===== config.mk =====
export PLATFORM = sky130hd
export DESIGN_NAME = sap_rom
export DESIGN_NICKNAME = d
export VERILOG_FILES = /design/src/hw/rtl/sap_pkg.sv /design/src/hw/rtl/sap_rom.sv
export SDC_FILE = /design/constraint.sdc
export NUM_CORES = 1
export LEC_CHECK = 0
export BUFFER_PORTS_ARGS = -buffer_cell sky130_fd_sc_hd__buf_4
export CAP_MARGIN = 20
export CELL_PAD_IN_SITES_DETAIL_PLACEMENT = 0
export CELL_PAD_IN_SITES_GLOBAL_PLACEMENT = 1
export CORE_ASPECT_RATIO = 0.5
export CORE_MARGIN = 3
export CORE_UTILIZATION = 49
export DETAILED_ROUTE_END_ITERATION = 10
export PLACE_DENSITY_LB_ADDON = 0.05
export SLEW_MARGIN = 20
export SYNTH_ARGS = -nofsm -noshare
export SYNTH_HDL_FRONTEND = slang
export SYNTH_SLANG_ARGS = --single-unit

===== constraint.sdc =====
create_clock -name clk -period 5.89 [get_ports clk]
set_clock_uncertainty 0.1 [all_clocks]
set_input_delay 0 -clock clk [delete_from_list [all_inputs] [get_ports clk]]
set_output_delay 0 -clock clk [all_outputs]
set_load 0.05 [all_outputs]

===== src/hw/rtl/sap_pkg.sv =====
// ----------------------------------------------------------------------------
// sap_pkg
// shared types, constants and the elaboration-time correction table builder
// for the softplus activation unit
// ----------------------------------------------------------------------------
package sap_pkg;

	localparam int X_W          = 16;
	localparam int Y_W          = 15;
	localparam int ROM_W        = 32;
	localparam int SPAN_LOG2    = 4;
	localparam int SEGMENTS_DEF = 64;
	localparam int FRAC_BITS_DEF = 8;

	localparam logic [Y_W-1:0]  Y_MAX   = {Y_W{1'b1}};
	localparam logic [63:0]     Q30_ONE = 64'd1 << 30;

	typedef struct packed {
		logic signed [X_W-1:0] x_value;
	} x_beat_t;

	typedef struct packed {
		logic [Y_W-1:0] y_value;
	} y_beat_t;

	// restoring shift-subtract divide, elaboration only
	function automatic logic [63:0] udiv64(input logic [63:0] num, input logic [63:0] den);
		logic [64:0] rem;
		logic [63:0] quo;
		rem = '0;
		quo = '0;
		for (int b = 63; b >= 0; b--) begin
			rem = {rem[63:0], num[b]};
			if (rem >= {1'b0, den}) begin
				rem = rem - {1'b0, den};
				quo[b] = 1'b1;
			end
		end
		return quo;
	endfunction

	// exp(-t), t in q30, as (exp(-t/32))^32
	function automatic logic [63:0] q30_exp_neg(input logic [63:0] t);
		logic [63:0] u;
		logic [63:0] term;
		longint      acc;
		logic [63:0] e;
		u    = t >> 5;
		term = Q30_ONE;
		acc  = longint'(Q30_ONE);
		for (int n = 1; n <= 20; n++) begin
			term = udiv64((term * u) >> 30, 64'(n));
			if (n % 2 == 1) begin
				acc = acc - longint'(term);
			end else begin
				acc = acc + longint'(term);
			end
		end
		e = (acc < 0) ? 64'd0 : 64'(acc);
		for (int n = 0; n < 5; n++) begin
			e = (e * e) >> 30;
		end
		return e;
	endfunction

	// ln(1+z), z in q30, through 2*atanh(z/(2+z))
	function automatic logic [63:0] q30_log1p(input logic [63:0] z);
		logic [63:0] w;
		logic [63:0] w2;
		logic [63:0] p;
		logic [63:0] acc;
		w   = udiv64(z << 30, (Q30_ONE << 1) + z);
		w2  = (w * w) >> 30;
		p   = w;
		acc = '0;
		for (int n = 1; n < 40; n += 2) begin
			acc = acc + udiv64(p, 64'(n));
			p   = (p * w2) >> 30;
		end
		return acc << 1;
	endfunction

	// q2.30 sample of ln(1+exp(-t)) at t = 16*k/segs
	function automatic logic [ROM_W-1:0] rom_entry(input int k, input int segs);
		logic [63:0] t;
		logic [63:0] z;
		logic [63:0] c;
		t = udiv64(64'(k) << 34, 64'(segs));
		z = q30_exp_neg(t);
		if (z > Q30_ONE) begin
			z = Q30_ONE;
		end
		c = q30_log1p(z);
		return c[ROM_W-1:0];
	endfunction

endpackage


===== src/hw/rtl/sap_rom.sv =====
// ----------------------------------------------------------------------------
// sap_rom
// correction table with registered dual read of neighboring entries
// ----------------------------------------------------------------------------
module sap_rom #(
	parameter int SEGMENTS = sap_pkg::SEGMENTS_DEF,
	parameter int IDX_W    = $clog2(SEGMENTS + 1)
) (
	input  logic                       clk,
	input  logic                       en,
	input  logic [IDX_W-1:0]           idx,
	output logic [sap_pkg::ROM_W-1:0]  lo_s2,
	output logic [sap_pkg::ROM_W-1:0]  hi_s2
);
	import sap_pkg::*;

	logic [ROM_W-1:0] rom_w [SEGMENTS+1];

	for (genvar k = 0; k <= SEGMENTS; k++) begin : g_entry
		localparam logic [ROM_W-1:0] ENTRY = rom_entry(k, SEGMENTS);
		assign rom_w[k] = ENTRY;
	end

	// idx is clamped upstream to SEGMENTS-1, so idx+1 stays in range
	always_ff @(posedge clk) begin
		if (en) begin
			lo_s2 <= rom_w[idx];
			hi_s2 <= rom_w[idx + IDX_W'(1)];
		end
	end
endmodule


==> metrics.yaml <==
drt-initial-drc-count: 1293
drive_gt1_share_pct: 15.9
crit_fanout: 47
first_pass_iters: 6
syn_area_sq_mm: 0.00669
initial_core_util_pct: 51.5
crit_type: "in2reg"
die_h_microns: 88.6
ys_async_sr_fraction_pct: 0
drcViolationCount: 0
finalHoldViolCount: 0
fin_crit_ps: 3320
hold_path.class: "in2reg"
viasPerCell: 7.13
ys.flop_type: "edfxtp_1"
antenna_cells: 0
multi_input_area_sq_mm: 0.00434
vdd_drop_max_v: 0.000155
power.leakage_uw: 0.00265
dp_hpwl_mm: 16.3
layout.area.seq_sq_mm: 0.00174
cts_resized: 0
max_freq_mhz: 301
setup_viol: 0
track_usage_pct: 34.0
fp-row-count: 29
overflow: 0
power_density_mw_per_mm2: 240
period_share_pct: 56.4
num_vias: 7219
ys_warn_count: 0
numPortBuffers: 66
core_sq_mm: 0.0130
slew_headroom_pct: 22.6
final_cells: 1013
layout.nets: 872
cp-start-kind: "input port"
grt_pass1_vias: 6567
grt_pass1_wl_mm: 39.3
status: "finished, final reports clean"
routed_wirelength_mm: 25.7
whs_ps: 148
die_w_microns: 171
critPathCaptureType: "flip-flop"
cts_tree: "built"
place_congestion: 0.984
synth_seq_area_share_pct: 26.0
io_pins: 73
antenna_found_initial: 1
maxSlewViolCount: 0
arrival_ps: 3290
area_growth_pct: 8.44
numCtsBuffers: 9
cts-root-buf: "clkbuf_16"
ys_ff_latch: 58
clock_sinks: 58
n_fill_cell: 1247
synthCells: 847
setup_tns_ps: 0
worst_pin_slew_ps: 1140
cts_buffer_depth: 2
post-place-cells: 997
die_area_sq_mm: 0.0152
rsz0062_at_grt: "false"
ant_nets: 0
clk_pin_slew_ps: 60
avgSynthCellArea_sq_um: 7.90
maxCapViolCount: 0
synth-edff-count: 58
post-route-util_pct: 55.8
htree_levels: 3
ys_types: 80
avgRoutedWirePerCell_microns: 25.4
grt_max_degree: 83
required_ps: 5860
layout by cell type, fill, tap and decap left out, types with 12 or more instances in the layout:
master / n
ha_1: 23
nand2b_1: 19
nor3_1: 27
nor2b_1: 20
o21ai_0: 67
a311oi_1: 13
edfxtp_1: 58
o211ai_1: 23
buf_4: 81
nand3_1: 30
a211oi_1: 29
a31oi_1: 12
nand2_1: 76
a21oi_1: 89
nor2_1: 67
layer usage:
layer	track usage, %	share of wire (%)
met5	0	0.027
met4	10.5	2.2
met3	11.2	16
met2	48.3	41
met1	49.0	41
worst paths after layout:
kind               start                       to  slack [ps]  cells after the start
hold / removal        en  hi_s2[10]$_SDFFCE_PN0P_         150                      1
setup / recovery  idx[0]  hi_s2[14]$_SDFFCE_PN0P_        2570                     10
Yosys cell counts, types with 4 or more instances:
cell / n / area [sq um]
a311o_1: 4 / 40.0
buf_2: 43 / 215
edfxtp_1: 58 / 1740
a21boi_0: 7 / 52.6
nand4_1: 5 / 31.3
a21oi_1: 89 / 445
nor2b_1: 20 / 125
o211ai_1: 23 / 173
a221oi_1: 5 / 43.8
a2111oi_0: 6 / 52.6
nand3_1: 30 / 150
a311oi_1: 13 / 114
inv_2: 4 / 15.0
a211o_1: 4 / 35.0
o21a_1: 6 / 45.0
inv_1: 11 / 41.3
o32a_1: 4 / 40.0
mux4_2: 8 / 180
or2_2: 4 / 25.0
nor4_1: 5 / 31.3
o21ai_0: 67 / 335
a211oi_1: 29 / 218
nor2_1: 67 / 251
buf_1: 6 / 22.5
buf_6: 7 / 78.8
ha_1: 24 / 300
o211a_1: 4 / 40.0
nor3_1: 27 / 135
clkbuf_1: 32 / 120
o311ai_1: 4 / 35.0
mux2i_1: 9 / 90.1
a21o_1: 5 / 37.5
nand2b_1: 19 / 119
and3_1: 9 / 56.3
nand2_1: 76 / 285
o31ai_1: 5 / 37.5
o22ai_1: 6 / 37.5
buf_4: 17 / 128
a31oi_1: 12 / 75.1
cell type report:
type | instances | share of cell area [%]
clock buffers | 9 | 3.11
clock inverters | 6 | 0.811
inverters | 16 | 0.828
multi-input cells | 672 | 59.8
flip-flops and latches | 58 | 24.0
well taps | 170 | 2.93
repair buffers | 82 | 8.52
registers in the layout, indices dropped and copies added, names as in the netlist:
name / flops
hi_s2: 29
lo_s2: 29
cells by family after synthesis:
| logic type | synth area share, % |
|---|---|
| AO/OA/AOI/OAI | 32.4 |
| XOR/XNOR | 1.57 |
| adder cells (fa/ha/maj) | 4.49 |
| buffers and inverters | 9.45 |
| flip-flops | 26.0 |
| multiplexers | 4.38 |
| other | 0.0561 |
| AND/OR/NAND/NOR | 21.6 |
repair_timing:
| action | CTS | global route |
|---|---|---|
| hold buffers | 1 | 0 |
| setup buffers | 0 | 0 |
| endpoints found under the hold margin | 1 | 0 |
stage by stage:
| stage | total power (uW) | setup slack, ps | area (sq um) |
|---|---|---|---|
| floorplan | 1020 | 3160 | 6710 |
| global placement | 1190 | 2430 | 6960 |
| detailed placement | 1190 | 2360 | 6960 |
| CTS | 1720 | 2720 | 7250 |
| global route | 1800 | 2420 | 7250 |
| finish | 1740 | 2570 | 7250 |
worst max-delay path, stage by stage:
cell and delay [ps]:
buf_4 440, ha_1 230, buf_4 320, inv_1 150
ha_2 660, inv_1 490, nand4_1 230, o21ai_0 300
a32oi_1 330, o21ai_1 90
power by group:
part	leakage (uW)	internal (uW)	total, uW	switching (uW)
Sequential	0.000559	500	511	10.7
Clock	0.000135	322	530	208
Combinational	0.00195	201	697	496
Note: power is estimated with default switching activity, not from simulation.
